`src/rtl/core/stlrc_pkg.sv`:
```
// Package for the scanline timing run counter.
// Holds the request and result structs, the line summary and shared codes.
// No dependencies.
package stlrc_pkg;

    // Fixed field widths
    localparam int RUN_W   = 11;
    localparam int COUNT_W = 10;
    localparam int MRUN_W  = 4;
    localparam int PCT_W   = 7;
    localparam int MOD_W   = 11;
    localparam int CFG_W   = 7;

    // Saturation limits and reset values of the line state
    localparam logic [COUNT_W-1:0] COUNT_CAP   = 10'd1023;
    localparam logic [RUN_W-1:0]   SHORT_RESET = 11'd2047;
    localparam logic [RUN_W-1:0]   RUN_HW_CAP  = 11'd2047;

    // Percent scale of the ratio test
    localparam logic [PCT_W-1:0] PCT_SCALE = 7'd100;

    // Register reset values
    localparam logic [MRUN_W-1:0] MIN_RUN_RESET   = 4'd1;
    localparam logic [PCT_W-1:0]  MIN_RATIO_RESET = 7'd30;

    // Queue depth between front and back
    localparam int QUEUE_DEPTH = 2;

    // Register indexes
    typedef enum logic
    {
        CFG_MIN_RUN   = 1'b0,
        CFG_MIN_RATIO = 1'b1
    } cfg_index_t;

    // Result codes
    typedef enum logic [1:0]
    {
        CAUSE_OK           = 2'd0,
        CAUSE_BRIGHT_RATIO = 2'd1,
        CAUSE_DARK_RATIO   = 2'd2,
        CAUSE_COUNT        = 2'd3
    } fail_cause_t;

    // Input request
    typedef struct packed
    {
        logic pixel_bright;
        logic last_pixel;
    } in_item_t;

    // Result item
    typedef struct packed
    {
        logic             line_valid;
        logic [MOD_W-1:0] module_count;
        logic [1:0]       fail_cause;
    } out_item_t;

    // Per-line tallies handed from front to back
    typedef struct packed
    {
        logic [COUNT_W-1:0] bright_runs;
        logic [RUN_W-1:0]   bright_shortest;
        logic [RUN_W-1:0]   bright_longest;
        logic [COUNT_W-1:0] dark_runs;
        logic [RUN_W-1:0]   dark_shortest;
        logic [RUN_W-1:0]   dark_longest;
    } line_summary_t;

endpackage

```
`src/rtl/core/stlrc_front.sv`:
```
// Front part: tracks bright and dark runs one accepted pixel per clock and tallies them.
// Pushes one line summary on the last pixel. Depends on stlrc_pkg.
module stlrc_front
    import stlrc_pkg::*;
#(
    parameter int MAX_LINE = 1024
)
(
    input  logic                clk,
    input  logic                rst_n,
    input  logic                accept,
    input  in_item_t            item,
    input  logic [MRUN_W-1:0]   min_run,
    output logic                push,
    output line_summary_t       summary
);

    localparam logic [RUN_W-1:0] RUN_CAP =
        (MAX_LINE < 2047) ? RUN_W'(MAX_LINE) : RUN_HW_CAP;

    logic               in_bright_reg, in_bright_next;
    logic               seen_bright_reg, seen_bright_next;
    logic [RUN_W-1:0]   run_length_reg, run_length_next;
    logic [COUNT_W-1:0] bright_runs_reg, bright_runs_next;
    logic [RUN_W-1:0]   bright_shortest_reg, bright_shortest_next;
    logic [RUN_W-1:0]   bright_longest_reg, bright_longest_next;
    logic [COUNT_W-1:0] dark_runs_reg, dark_runs_next;
    logic [RUN_W-1:0]   dark_shortest_reg, dark_shortest_next;
    logic [RUN_W-1:0]   dark_longest_reg, dark_longest_next;

    logic [RUN_W-1:0]   grown;
    logic [RUN_W-1:0]   close_len;
    logic               close_en;
    logic               counted;
    logic               tally_bright;
    logic               tally_dark;
    line_summary_t      tallied;

    // Saturating run growth
    assign grown = (run_length_reg < RUN_CAP) ? (run_length_reg + 1'b1) : run_length_reg;

    // Close the current run on a color change, or on the last pixel after growing it
    assign close_en     = item.last_pixel || (item.pixel_bright != in_bright_reg);
    assign close_len    = item.last_pixel ? grown : run_length_reg;
    assign counted      = close_en && (close_len > {{(RUN_W-MRUN_W){1'b0}}, min_run});
    assign tally_bright = counted && in_bright_reg;
    assign tally_dark   = counted && !in_bright_reg && seen_bright_reg;

    // Tally the closed run into its color
    always_comb
    begin
        tallied.bright_runs     = bright_runs_reg;
        tallied.bright_shortest = bright_shortest_reg;
        tallied.bright_longest  = bright_longest_reg;
        tallied.dark_runs       = dark_runs_reg;
        tallied.dark_shortest   = dark_shortest_reg;
        tallied.dark_longest    = dark_longest_reg;
        if (tally_bright)
        begin
            if (bright_runs_reg < COUNT_CAP)
                tallied.bright_runs = bright_runs_reg + 1'b1;
            if (close_len < bright_shortest_reg)
                tallied.bright_shortest = close_len;
            if (close_len > bright_longest_reg)
                tallied.bright_longest = close_len;
        end
        if (tally_dark)
        begin
            if (dark_runs_reg < COUNT_CAP)
                tallied.dark_runs = dark_runs_reg + 1'b1;
            if (close_len < dark_shortest_reg)
                tallied.dark_shortest = close_len;
            if (close_len > dark_longest_reg)
                tallied.dark_longest = close_len;
        end
    end

    assign push    = accept && item.last_pixel;
    assign summary = tallied;

    // Advance the line state; clear it after the last pixel
    always_comb
    begin
        in_bright_next       = in_bright_reg;
        seen_bright_next     = seen_bright_reg;
        run_length_next      = run_length_reg;
        bright_runs_next     = bright_runs_reg;
        bright_shortest_next = bright_shortest_reg;
        bright_longest_next  = bright_longest_reg;
        dark_runs_next       = dark_runs_reg;
        dark_shortest_next   = dark_shortest_reg;
        dark_longest_next    = dark_longest_reg;
        if (accept)
        begin
            if (item.last_pixel)
            begin
                in_bright_next       = 1'b0;
                seen_bright_next     = 1'b0;
                run_length_next      = '0;
                bright_runs_next     = '0;
                bright_shortest_next = SHORT_RESET;
                bright_longest_next  = '0;
                dark_runs_next       = '0;
                dark_shortest_next   = SHORT_RESET;
                dark_longest_next    = '0;
            end
            else if (item.pixel_bright == in_bright_reg)
            begin
                run_length_next = grown;
            end
            else
            begin
                in_bright_next       = item.pixel_bright;
                seen_bright_next     = seen_bright_reg | item.pixel_bright;
                run_length_next      = RUN_W'(1);
                bright_runs_next     = tallied.bright_runs;
                bright_shortest_next = tallied.bright_shortest;
                bright_longest_next  = tallied.bright_longest;
                dark_runs_next       = tallied.dark_runs;
                dark_shortest_next   = tallied.dark_shortest;
                dark_longest_next    = tallied.dark_longest;
            end
        end
    end

    always_ff @(posedge clk or negedge rst_n)
    begin
        if (!rst_n)
        begin
            in_bright_reg       <= 1'b0;
            seen_bright_reg     <= 1'b0;
            run_length_reg      <= '0;
            bright_runs_reg     <= '0;
            bright_shortest_reg <= SHORT_RESET;
            bright_longest_reg  <= '0;
            dark_runs_reg       <= '0;
            dark_shortest_reg   <= SHORT_RESET;
            dark_longest_reg    <= '0;
        end
        else
        begin
            in_bright_reg       <= in_bright_next;
            seen_bright_reg     <= seen_bright_next;
            run_length_reg      <= run_length_next;
            bright_runs_reg     <= bright_runs_next;
            bright_shortest_reg <= bright_shortest_next;
            bright_longest_reg  <= bright_longest_next;
            dark_runs_reg       <= dark_runs_next;
            dark_shortest_reg   <= dark_shortest_next;
            dark_longest_reg    <= dark_longest_next;
        end
    end

endmodule

```
`src/rtl/core/stlrc_queue.sv`:
```
// Short queue of line summaries between the front and the back part.
// Depends on stlrc_pkg.
module stlrc_queue
    import stlrc_pkg::*;
(
    input  logic          clk,
    input  logic          rst_n,
    input  logic          push,
    input  line_summary_t push_data,
    input  logic          pop,
    output line_summary_t pop_data,
    output logic          full,
    output logic          empty
);

    localparam int PTR_W = (QUEUE_DEPTH > 1) ? $clog2(QUEUE_DEPTH) : 1;
    localparam int CNT_W = $clog2(QUEUE_DEPTH + 1);

    line_summary_t    entry_reg [QUEUE_DEPTH];
    logic [PTR_W-1:0] wr_ptr_reg, wr_ptr_next;
    logic [PTR_W-1:0] rd_ptr_reg, rd_ptr_next;
    logic [CNT_W-1:0] fill_reg, fill_next;
    logic             do_push;
    logic             do_pop;

    assign full     = (fill_reg == CNT_W'(QUEUE_DEPTH));
    assign empty    = (fill_reg == '0);
    assign do_push  = push && !full;
    assign do_pop   = pop && !empty;
    assign pop_data = entry_reg[rd_ptr_reg];

    // Advance pointers with wrap at the depth
    always_comb
    begin
        wr_ptr_next = wr_ptr_reg;
        rd_ptr_next = rd_ptr_reg;
        fill_next   = fill_reg;
        if (do_push)
            wr_ptr_next = (wr_ptr_reg == PTR_W'(QUEUE_DEPTH - 1)) ? '0 : wr_ptr_reg + 1'b1;
        if (do_pop)
            rd_ptr_next = (rd_ptr_reg == PTR_W'(QUEUE_DEPTH - 1)) ? '0 : rd_ptr_reg + 1'b1;
        if (do_push && !do_pop)
            fill_next = fill_reg + 1'b1;
        else if (do_pop && !do_push)
            fill_next = fill_reg - 1'b1;
    end

    // Store entries
    always_ff @(posedge clk)
    begin
        if (do_push)
            entry_reg[wr_ptr_reg] <= push_data;
    end

    always_ff @(posedge clk or negedge rst_n)
    begin
        if (!rst_n)
        begin
            wr_ptr_reg <= '0;
            rd_ptr_reg <= '0;
            fill_reg   <= '0;
        end
        else
        begin
            wr_ptr_reg <= wr_ptr_next;
            rd_ptr_reg <= rd_ptr_next;
            fill_reg   <= fill_next;
        end
    end

endmodule

```
`src/rtl/core/stlrc_back.sv`:
```
// Back part: judges one line summary and holds the result in an output register.
// Ratio tests use exact cross-multiplication. Depends on stlrc_pkg.
module stlrc_back
    import stlrc_pkg::*;
(
    input  logic             clk,
    input  logic             rst_n,
    input  logic             queue_empty,
    input  line_summary_t    summary,
    input  logic [PCT_W-1:0] min_ratio_percent,
    output logic             pop,
    output logic             out_valid,
    input  logic             out_stall,
    output out_item_t        out_data
);

    localparam int PROD_W = RUN_W + PCT_W;

    logic              out_valid_reg, out_valid_next;
    out_item_t         out_data_reg;
    out_item_t         judged;
    logic [PROD_W-1:0] bright_lo_scaled, bright_hi_scaled;
    logic [PROD_W-1:0] dark_lo_scaled, dark_hi_scaled;
    logic              bright_fail;
    logic              dark_fail;
    logic              count_ok;

    // Cross-multiply shortest by 100 and longest by the percent
    assign bright_lo_scaled = PROD_W'(summary.bright_shortest) * PROD_W'(PCT_SCALE);
    assign bright_hi_scaled = PROD_W'(summary.bright_longest) * PROD_W'(min_ratio_percent);
    assign dark_lo_scaled   = PROD_W'(summary.dark_shortest) * PROD_W'(PCT_SCALE);
    assign dark_hi_scaled   = PROD_W'(summary.dark_longest) * PROD_W'(min_ratio_percent);

    assign bright_fail = (summary.bright_runs != '0) && (bright_lo_scaled < bright_hi_scaled);
    assign dark_fail   = (summary.dark_runs != '0) && (dark_lo_scaled < dark_hi_scaled);
    assign count_ok    = (summary.bright_runs == summary.dark_runs)
                      || ({1'b0, summary.bright_runs} == ({1'b0, summary.dark_runs} + 1'b1));

    // Pick the first failing check
    always_comb
    begin
        judged.line_valid   = 1'b0;
        judged.module_count = '0;
        if (bright_fail)
            judged.fail_cause = CAUSE_BRIGHT_RATIO;
        else if (dark_fail)
            judged.fail_cause = CAUSE_DARK_RATIO;
        else if (!count_ok)
            judged.fail_cause = CAUSE_COUNT;
        else
        begin
            judged.fail_cause   = CAUSE_OK;
            judged.line_valid   = 1'b1;
            judged.module_count = {summary.dark_runs, 1'b0};
        end
    end

    // Take a summary whenever the output register is free or draining
    assign pop = !queue_empty && (!out_valid_reg || !out_stall);

    always_comb
    begin
        if (pop)
            out_valid_next = 1'b1;
        else if (out_stall)
            out_valid_next = out_valid_reg;
        else
            out_valid_next = 1'b0;
    end

    always_ff @(posedge clk)
    begin
        if (pop)
            out_data_reg <= judged;
    end

    always_ff @(posedge clk or negedge rst_n)
    begin
        if (!rst_n)
            out_valid_reg <= 1'b0;
        else
            out_valid_reg <= out_valid_next;
    end

    assign out_valid = out_valid_reg;
    assign out_data  = out_data_reg;

endmodule

```
`src/rtl/core/scanline_timing_run_counter.sv`:
```
// Scanline timing run counter: takes one pixel per clock unless the queue is full.
// When its last pixel is accepted, a line's summary enters the queue; the judging
// stage registers its result once the output register is free or draining.
// Pixel requests stall only while the two-entry summary queue is full.
// Reset clears the line state, empties the queue and drops any held result;
// min_run returns to 1 and min_ratio_percent to 30.
module scanline_timing_run_counter
    import stlrc_pkg::*;
#(
    parameter int MAX_LINE = 1024
)
(
    input  logic             clk,
    input  logic             rst_n,
    input  logic             in_valid,
    output logic             in_stall,
    input  in_item_t         in_data,
    output logic             out_valid,
    input  logic             out_stall,
    output out_item_t        out_data,
    input  logic             cfg_wr_en,
    input  cfg_index_t       cfg_index,
    input  logic [CFG_W-1:0] cfg_data
);

    logic [MRUN_W-1:0] min_run_reg;
    logic [PCT_W-1:0]  min_ratio_reg;
    logic              in_accept;
    logic              front_push;
    line_summary_t     front_summary;
    line_summary_t     back_summary;
    logic              back_pop;
    logic              q_full;
    logic              q_empty;

    // Hold configuration registers
    always_ff @(posedge clk or negedge rst_n)
    begin
        if (!rst_n)
        begin
            min_run_reg   <= MIN_RUN_RESET;
            min_ratio_reg <= MIN_RATIO_RESET;
        end
        else if (cfg_wr_en)
        begin
            case (cfg_index)
                CFG_MIN_RUN:   min_run_reg   <= cfg_data[MRUN_W-1:0];
                CFG_MIN_RATIO: min_ratio_reg <= cfg_data[PCT_W-1:0];
                default:       min_run_reg   <= min_run_reg;
            endcase
        end
    end

    assign in_stall  = q_full;
    assign in_accept = in_valid && !q_full;

    stlrc_front #(
        .MAX_LINE (MAX_LINE)
    ) u_front (
        .clk     (clk),
        .rst_n   (rst_n),
        .accept  (in_accept),
        .item    (in_data),
        .min_run (min_run_reg),
        .push    (front_push),
        .summary (front_summary)
    );

    stlrc_queue u_queue (
        .clk       (clk),
        .rst_n     (rst_n),
        .push      (front_push),
        .push_data (front_summary),
        .pop       (back_pop),
        .pop_data  (back_summary),
        .full      (q_full),
        .empty     (q_empty)
    );

    stlrc_back u_back (
        .clk               (clk),
        .rst_n             (rst_n),
        .queue_empty       (q_empty),
        .summary           (back_summary),
        .min_ratio_percent (min_ratio_reg),
        .pop               (back_pop),
        .out_valid         (out_valid),
        .out_stall         (out_stall),
        .out_data          (out_data)
    );

endmodule

```
`config.mk`:
```
export PLATFORM = sky130hd
export DESIGN_NAME = scanline_timing_run_counter
export DESIGN_NICKNAME = d
export VERILOG_FILES = /design/src/rtl/core/stlrc_pkg.sv /design/src/rtl/core/stlrc_front.sv /design/src/rtl/core/stlrc_queue.sv /design/src/rtl/core/stlrc_back.sv /design/src/rtl/core/scanline_timing_run_counter.sv
export SDC_FILE = /design/constraint.sdc
export NUM_CORES = 1
export LEC_CHECK = 0
export ABC_AREA = 0
export BUFFER_PORTS_ARGS = -buffer_cell sky130_fd_sc_hd__buf_4
export CORE_ASPECT_RATIO = 1.25
export CORE_MARGIN = 2
export CORE_UTILIZATION = 25
export DETAILED_ROUTE_END_ITERATION = 6
export PLACE_DENSITY = 0.46
export SLEW_MARGIN = 5
export SYNTH_ARGS = -nofsm -noshare
export SYNTH_HDL_FRONTEND = slang
export SYNTH_SLANG_ARGS = --single-unit
```
`constraint.sdc`:
```
create_clock -name clk -period 8.1 [get_ports clk]
set_input_delay 1.215 -clock clk [delete_from_list [all_inputs] [get_ports clk]]
set_output_delay 1.215 -clock clk [all_outputs]
set_load 0.03 [all_outputs]
```
==> results.ini, run 1 <==
[sta]
period_needed_ns=7.404
skew_ns=0.04324
worstMarginPinSlew_ns=1.079
min_period_over_period=0.9141
hold_violations=0
setup-tns-final_ns=0
rsz0062_at_grt=no
setup_viol=0
fmax_mhz=135.1
slew_viol_final=0
maxSlewHeadroom=0.2741

[routing]
vias_per_cell=4.604
drt_iter0_markers=718
post_drt_wl_per_cell_um=16.20
firstDrtPassIters=5
ant_nets=0
routed_wl_mm=49.08
vias=13950
drc=0

[clock_network]
cts_root_buf=clkbuf_16
clock_sinks=234
clock_path_buffers=3
clk_pin_slew_ns=0.06
cts_buffers=27
cts_tree=built
cts_hold_buf=0
clk_latency_ns=0.57
postCtsSetupRepairBufs=0
post_cts_resized=0
ctsHtreeMaxLevel=1

[global_routing]
antenna_found_initial=0
first_global_vias=14750
grt_overflow_total=0
grt_max_degree=65
grt_first_pass_wirelength_mm=79.58
grtUsageTotal=0.1237

[synth]
synth-adder-area-share=0.2495
syn_nets=2290
synth_edf_count=141
synth-simple-area-share=0.1407
synth_xor_area_frac=0.04529
synth_mux_area_frac=0.04266
synth_top_family_by_area=adder cells
post-synth-top-area-fraction=0.2165
synth_compound_area_frac=0.1221
synth_area_um2=19560
synth_ff_type=edfxtp_1
avgSynthCellArea_um2=10.06
ys_seq_elements=234
synth_top_cell_by_area=edfxtp_1
yosysUniqueCellTypes=86
ys_seq_area_frac=0.3371
ys_top_cells_by_area=edfxtp_1, ha_1, fa_1
synth_warnings=0
async_flop_share=0.3974
syn_inst=1945

[run]
cap_violations=0

[worst_setup_path]
arrival_ns=7.78
crit_type=register to register
crit_slowest_cell=dfrtp_4
critPathTopFamily=adder cells
cp-end-kind=register
cp.buffers_inverters=5
cp_slowest_stage_delay_ns=0.62
path_max_fanout=19
required_ns=8.48
cp-start-kind=register

[layout]
area_delta_synth_final_pct=12.10
n_antenna_cell=0
drive_gt1_frac=0.09617
largest_reg_flops=128
layout_common_cells=inv_1, ha_1, edfxtp_1, nand2_1, nor2_1
nets=2310
final_common_cell=inv_1

[floorplan]
pin_count=31
core_area_um2=77450
start_util=0.2526
fp.dieW_um=254.2
num_rows=114
dieHeight_um=316.7
dieArea_um2=80510

[outcome]
status=finished clean

[placed_design]
gp_congestion=0.8237
dp_hpwl_mm=37.66
port_buffers=29

[hold_path]
min-delay-path-class=register to register

layout make-up:
cell class	instances	area [µm²]
inverters	255	957.2
clock inverters	18	246.5
fillers	8072	55520
multi-input cells	1399	11760
well taps	1044	1306
clock buffers	32	694.4
repair buffers	48	360.3
flip-flops and latches	234	6599
worst reg2reg max path, delay by kind of cell (launching register included):
| family | cells | cell delay, ns |
|---|---|---|
| muxes | 1 | 0.63 |
| AOI/OAI and AO/OA | 7 | 1.43 |
| buffers and inverters | 5 | 0.37 |
| adders and majority gates | 6 | 2.78 |
| xor gates and xnor gates | 1 | 0.15 |
| DFF | 1 | 0.62 |
| and+or+nand+nor | 8 | 1.25 |
path summary, 6_finish.rpt:
kind,startpoint,endpoint,slack [ns],cells past startpoint
worst max-delay path,u_queue.rd_ptr_reg,u_back.out_data[10],0.70,28
worst min-delay path,u_front.dark_longest_reg[5],u_front.dark_longest_reg[5],0.50,1
worst max register to register,u_queue.rd_ptr_reg,u_back.out_data[10],0.70,28
worst min register to register,u_front.dark_longest_reg[5],u_front.dark_longest_reg[5],0.50,1
max in group asynchronous,rst_n,u_queue.rd_ptr_reg,6.06,2
min in group asynchronous,rst_n,u_front.run_length_reg[1],0.66,1
kinds of logic after synthesis:
| group | count (synthesis) |
|---|---|
| AOI/OAI and AO/OA | 350 |
| other | 1 |
| and+or+nand+nor | 541 |
| xor gates and xnor gates | 99 |
| muxes | 78 |
| adders and majority gates | 330 |
| buffers and inverters | 312 |
| DFF | 234 |
cell usage after synthesis, types with 14 or more instances:
| cell type | instances |
|---|---|
| dfstp_2 | 27 |
| edfxtp_1 | 141 |
| buf_2 | 19 |
| clkbuf_1 | 28 |
| nor2_1 | 115 |
| xnor2_1 | 51 |
| nand3_1 | 37 |
| ha_1 | 230 |
| a31oi_1 | 21 |
| a21o_1 | 22 |
| a21oi_1 | 95 |
| xor2_1 | 47 |
| nand4_1 | 26 |
| fa_1 | 100 |
| nand2b_1 | 20 |
| mux2_2 | 39 |
| and2_1 | 40 |
| nor2b_1 | 75 |
| inv_1 | 253 |
| a22oi_1 | 14 |
| dfrtp_1 | 66 |
| nor3_1 | 28 |
| mux2i_1 | 38 |
| nand2_1 | 138 |
| o21ai_0 | 74 |
per-layer routing:
metal  vias to the layer above  GRT usage  share of wire
met2                       211     0.2330           0.52
li1                       6785          -              -
met4                         0    0.03369          0.023
met3                        54    0.01121          0.028
met5                         -          0              0
met1                      6899     0.1492           0.43
through the flow:
| step | setup slack [ns] | util | area (µm²) | hold WS (ns) | instances |
|---|---|---|---|---|---|
| final | 0.6958 | 0.2831 | 21930 | 0.5022 | 3030 |
| after global routing | 0.1376 | 0.2831 | 21930 | 0.5105 | 3030 |
| after CTS | 0.6282 | 0.2831 | 21930 | 0.5040 | 3030 |
| after detailed placement | 0.6608 | 0.2710 | 20990 | 0.4816 | 2980 |
| after global placement | 0.7092 | 0.2709 | 20980 | 0.4826 | 2980 |
| after floorplan | 0.6344 | - | 19560 | 0.4608 | 1945 |
Power of run 1 is not shown: default switching activity piles up to over one toggle a cycle in this logic, so the estimate is an artifact.
==> run 2, diff against run 1 <==
- CELL_PAD_IN_SITES_DETAIL_PLACEMENT: default -> 1
- CELL_PAD_IN_SITES_GLOBAL_PLACEMENT: default -> 2
- PLACE_DENSITY: 0.46 -> 0.6
==> run 2 against run 1 <==
- critical path depth fell by 2
- worst hold slack worse by 0.00057 ns
- non-clock buffer count is the same
- die area is the same
==> results.ini, run 2 (synthesis results as in run 1) <==
[outcome]
status=finished clean

[layout]
n_antenna_cell=0  ; unchanged
drive_gt1_frac=0.1035  ; +0.007344
largest_reg_flops=128  ; unchanged
final_area_um2=22030  ; +0.46%
fillers=8818  ; +9.2%
area_delta_synth_final_pct=12.61
layout_common_cells=inv_1, ha_1, edfxtp_1, nand2_1, nor2_1
final_common_cell=inv_1
nets=2312  ; +0.087%

[routing]
vias=14100  ; +1.1%
routed_wl_mm=54.77  ; +12%
drc=0  ; unchanged
ant_nets=0  ; unchanged
drt_iter0_markers=502  ; -30%
firstDrtPassIters=4  ; -1
vias_per_cell=4.647  ; +0.93%
post_drt_wl_per_cell_um=18.05  ; +11%

[worst_setup_path]
crit_start=u_queue.rd_ptr_reg
rr_startpoint=u_queue.rd_ptr_reg
cp_slowest_stage_delay_ns=0.65  ; +0.03 ns
path_max_fanout=23  ; +4
arrival_ns=7.96  ; +0.18 ns
required_ns=8.51  ; +0.03 ns
cp-start-kind=register
cp.buffers_inverters=4  ; -1
cp-end-kind=register
crit_top_cell=fa_1
crit_type=register to register
crit_slowest_cell=dfrtp_4
critPathTopFamily=adder cells

[clock_network]
ctsHtreeMaxLevel=1  ; unchanged
cts_buffers=29  ; +7.4%
cts_tree=built
clk_latency_ns=0.57  ; about the same
cts_root_buf=clkbuf_16
cts_hold_buf=0  ; unchanged
post_cts_resized=0  ; unchanged
postCtsSetupRepairBufs=0  ; unchanged
clock_path_buffers=3  ; unchanged
clock_sinks=234  ; unchanged
clk_pin_slew_ns=0.06  ; about the same

[global_routing]
first_global_vias=15630  ; +6.0%
grt_first_pass_wirelength_mm=88.26  ; +11%
antenna_found_initial=1  ; +1
grt_max_degree=69  ; +6.2%
grtUsageTotal=0.1393  ; +0.01563
grt_overflow_total=0  ; unchanged

[sta]
setup-tns-final_ns=0  ; unchanged
worstMarginPinSlew_ns=0.9398  ; -0.1390 ns
skew_ns=0.01882  ; -0.02441 ns
slew_viol_final=0  ; unchanged
finalHoldWorstSlack_ns=0.5017  ; -0.0005700 ns
maxSlewHeadroom=0.3735  ; +0.09931
period_needed_ns=7.551  ; +0.1468 ns
min_period_over_period=0.9322  ; +0.01812
setup_viol=0  ; unchanged
rsz0062_at_grt=no
fmax_mhz=132.4  ; -1.9%
hold_violations=0  ; unchanged

[floorplan]
dieHeight_um=316.7  ; unchanged
dieArea_um2=80510  ; unchanged
fp.dieW_um=254.2  ; unchanged
start_util=0.2526  ; unchanged
num_rows=114  ; unchanged
pin_count=31  ; unchanged
core_area_um2=77450  ; unchanged

[placed_design]
dpl_cell_area_um2=21010  ; about the same
dp_hpwl_mm=43.51  ; +16%
gp_congestion=0.7801  ; -5.3%
port_buffers=29  ; unchanged

[hold_path]
min-delay-path-class=register to register
hold_start=u_front.bright_longest_reg[9]

[run]
cap_violations=0  ; unchanged

[run 2: area by class of cell]
class | count | area, µm² | area share
repair buffers | 48 | 360.3 | 0.01636
inverters | 255 | 957.2 | 0.04345
clock inverters | 20 | 254.0 | 0.01153
clock buffers | 34 | 764.5 | 0.03470
well taps | 1044 | 1306 | 0.05930
multi-input cells | 1399 | 11790 | 0.5351
flip-flops and latches | 234 | 6599 | 0.2996
[run 2: layer usage]
| layer | global-route usage | wire length (µm) | share of wire |
|---|---|---|---|
| met1 | 0.1682 | 23640 | 0.43 |
| met2 | 0.2571 | 28100 | 0.51 |
| met3 | 0.01383 | 1248 | 0.023 |
| met4 | 0.04733 | 1769 | 0.032 |
| met5 | 0 | 8 | 0.00015 |
[run 2: path summary, 6_finish.rpt]
kind | endpoint | depth (start not counted) | slack (ns)
min | u_front.bright_longest_reg[9] | 1 | 0.50
min reg2reg | u_front.bright_longest_reg[9] | 1 | 0.50
max | u_back.out_data[6] | 26 | 0.55
min in group asynchronous | u_front.dark_longest_reg[10] | 1 | 0.61
max reg2reg | u_back.out_data[6] | 26 | 0.55
max in group asynchronous | u_queue.rd_ptr_reg | 2 | 6.07
[run 2: stage by stage]
step	setup slack, ns	std cells	util
CTS	0.4277	3034	0.2844
global route	0.006963	3034	0.2844
floorplan	0.6344	1945	-
finish	0.5491	3034	0.2844
global placement	0.7694	2979	0.2710
detailed placement	0.4582	2980	0.2712
Power of run 2 is left out for the same reason.
==> run 3, diff against run 2 <==
- CORE_MARGIN: 2 -> default
- PLACE_DENSITY: 0.6 -> 0.58
- clock period: 8.1 -> 7.6 ns (I/O delays scaled with it)
==> run 3 against run 2 <==
- setup slack gained 0.073 ns
- sequential share of layout area is essentially flat
- flip-flop and latch count is the same
- non-clock buffer count grew 18
- wire length grew 3.1%
- final cell count grew 0.40%
- critical path depth grew 4
- design area is essentially flat
- worst hold slack lost 0.0036 ns
- critical endpoint is now u_back.out_data[5]
- largest cell class unchanged
==> results.ini, run 3 (synthesis results as in run 1) <==
[placed_design]
dp_hpwl_mm=44.29  ; +1.8%
gp_congestion=0.7957  ; +2.0%
port_buffers=29  ; unchanged

[layout]
largest_reg_flops=128  ; unchanged
fillers=8803  ; -0.17%
layout_common_cells=inv_1, ha_1, edfxtp_1, nand2_1, nor2_1
drive_gt1_frac=0.1074  ; +0.003929
area_delta_synth_final_pct=12.60  ; about the same
multi_input_area_um2=11790  ; unchanged
area.sequential_um2=6599  ; unchanged
nets=2327  ; +0.65%
final_common_cell=inv_1

[global_routing]
first_global_vias=15470  ; -1.0%
grt_overflow_total=0  ; unchanged
antenna_found_initial=0  ; -1
grtUsageTotal=0.1437  ; +0.004313
grt_max_degree=65  ; -5.8%
grt_first_pass_wirelength_mm=89.37  ; +1.3%

[worst_setup_path]
cp_slowest_stage_delay_ns=0.55  ; -0.10 ns
crit_type=register to register
rrSetupSlack_ns=0.62  ; +0.07 ns
crit_path_end=u_back.out_data[5]
cp-start-kind=register
required_ns=8.00  ; -0.51 ns
crit_start=u_queue.rd_ptr_reg
arrival_ns=7.38  ; -0.58 ns
path_max_fanout=13  ; -43%
cp.depth=30  ; +15%
critPathTopFamily=adder cells
worstReg2RegEnd=u_back.out_data[5]
reg2regPathDepth=30  ; +15%
cp.buffers_inverters=7  ; +3
crit_slowest_cell=dfrtp_4
cp-end-kind=register
rr_startpoint=u_queue.rd_ptr_reg

[routing]
vias_per_cell=4.634  ; -0.27%
ant_nets=0  ; unchanged
firstDrtPassIters=4  ; unchanged
drt_iter0_markers=465  ; -7.4%
routed_wl_mm=56.44  ; +3.1%
vias=14120  ; +0.12%
drc=0  ; unchanged
post_drt_wl_per_cell_um=18.53  ; +2.6%

[sta]
fmax_mhz=143.3  ; +8.2%
slew_viol_final=0  ; unchanged
period_needed_ns=6.978  ; -0.5732 ns
rsz0062_at_grt=no
setup_viol=0  ; unchanged
min_period_over_period=0.9181  ; -0.01409
setup-tns-final_ns=0  ; unchanged
worstMarginPinSlew_ns=1.142  ; +0.2017 ns
maxSlewHeadroom=0.2309  ; -0.1425
hold_violations=0  ; unchanged
skew_ns=0.01263  ; -0.006197 ns

[clock_network]
clk_latency_ns=0.55  ; -0.02 ns
ctsHtreeMaxLevel=1  ; unchanged
clock_path_buffers=3  ; unchanged
clock_sinks=234  ; unchanged
cts_buffers=26  ; -10%
cts_root_buf=clkbuf_16
clk_pin_slew_ns=0.06  ; about the same
cts_tree=built
cts_hold_buf=0  ; unchanged

[hold_path]
min-delay-path-class=register to register

[floorplan]
start_util=0.2526  ; unchanged
core_area_um2=77450  ; unchanged
fp.dieW_um=252.2  ; -0.79%
dieHeight_um=314.7  ; -0.63%
pin_count=31  ; unchanged
dieArea_um2=79370  ; -1.4%
num_rows=114  ; unchanged

[run]
cap_violations=0  ; unchanged

[outcome]
status=finished clean

-- run 3: cell count changes in the layout (fill, tap and decap cells not counted) --
cell	delta
inv_8	-1
clkinv_4	+2
diode_2	+1
clkinv_2	-4
buf_6	+1
buf_4	+16
inv_6	-2
clkbuf_16	-2
buf_12	+1
clkbuf_4	+1
bufinv_16	-3
clkbuf_1	+2
-- run 3: worst register-to-register path, delay by kind of cell, from the launching register on --
| kind | cells | cell delay, ns |
|---|---|---|
| adder cells (fa/ha/maj) | 6 | 2.72 |
| multiplexers | 1 | 0.25 |
| buffers and inverters | 7 | 0.74 |
| AO/OA/AOI/OAI | 7 | 1.50 |
| flip-flops | 1 | 0.55 |
| AND/OR/NAND/NOR | 8 | 0.96 |
| XOR/XNOR | 1 | 0.14 |
-- run 3: metrics by stage --
step | hold slack, ns | cells | utilization | instance area, µm² | worst slack (ns)
after floorplan | 0.4608 | 1945 | - | 19560 | 0.1344
after global placement | 0.4843 | 2996 | 0.2728 | 21130 | 0.3747
after detailed placement | 0.4864 | 2997 | 0.2730 | 21150 | 0.2804
after CTS | 0.5045 | 3044 | 0.2842 | 22010 | 0.2717
after global routing | 0.5096 | 3045 | 0.2844 | 22020 | 0.1113
final | 0.4980 | 3046 | 0.2844 | 22030 | 0.6223
-- run 3: worst min path at each step --
stage	from	endpoint	slack, ns	depth (start not counted)
floorplan	u_queue.wr_ptr_reg	u_queue.wr_ptr_reg	0.46	1
global placement	u_front.dark_longest_reg[3]	u_front.dark_longest_reg[3]	0.48	1
detailed placement	u_front.dark_longest_reg[1]	u_front.dark_longest_reg[1]	0.49	1
CTS	u_front.dark_longest_reg[6]	u_front.dark_longest_reg[6]	0.50	1
global route	u_front.dark_longest_reg[5]	u_front.dark_longest_reg[5]	0.51	1
finish	u_front.dark_longest_reg[6]	u_front.dark_longest_reg[6]	0.50	1
-- run 3: routing by layer --
metal / GRT usage / wire length (µm) / vias up
met2: 0.2701 / 29510 / 101
met3: 0.007100 / 719 / 54
met5: 0 / 0 / -
met4: 0.03099 / 1006 / 0
met1: 0.1794 / 25200 / 7149
li1: - / - / 6811
-- run 3: area by class of cell --
type                    instances  share of cell area
diodes                          1           0.0001136
well taps                    1044             0.05930
clock inverters                12            0.006021
repair buffers                 66             0.02323
inverters                     255             0.04346
flip-flops and latches        234              0.2996
multi-input cells            1399              0.5352
clock buffers                  35             0.03312
-- run 3: timing repair --
action / CTS / global route
resized for setup: 0 / 1
endpoints found under the setup margin: 0 / 11
buffers inserted: 0 / 1
Power of run 3 is left out for the same reason.
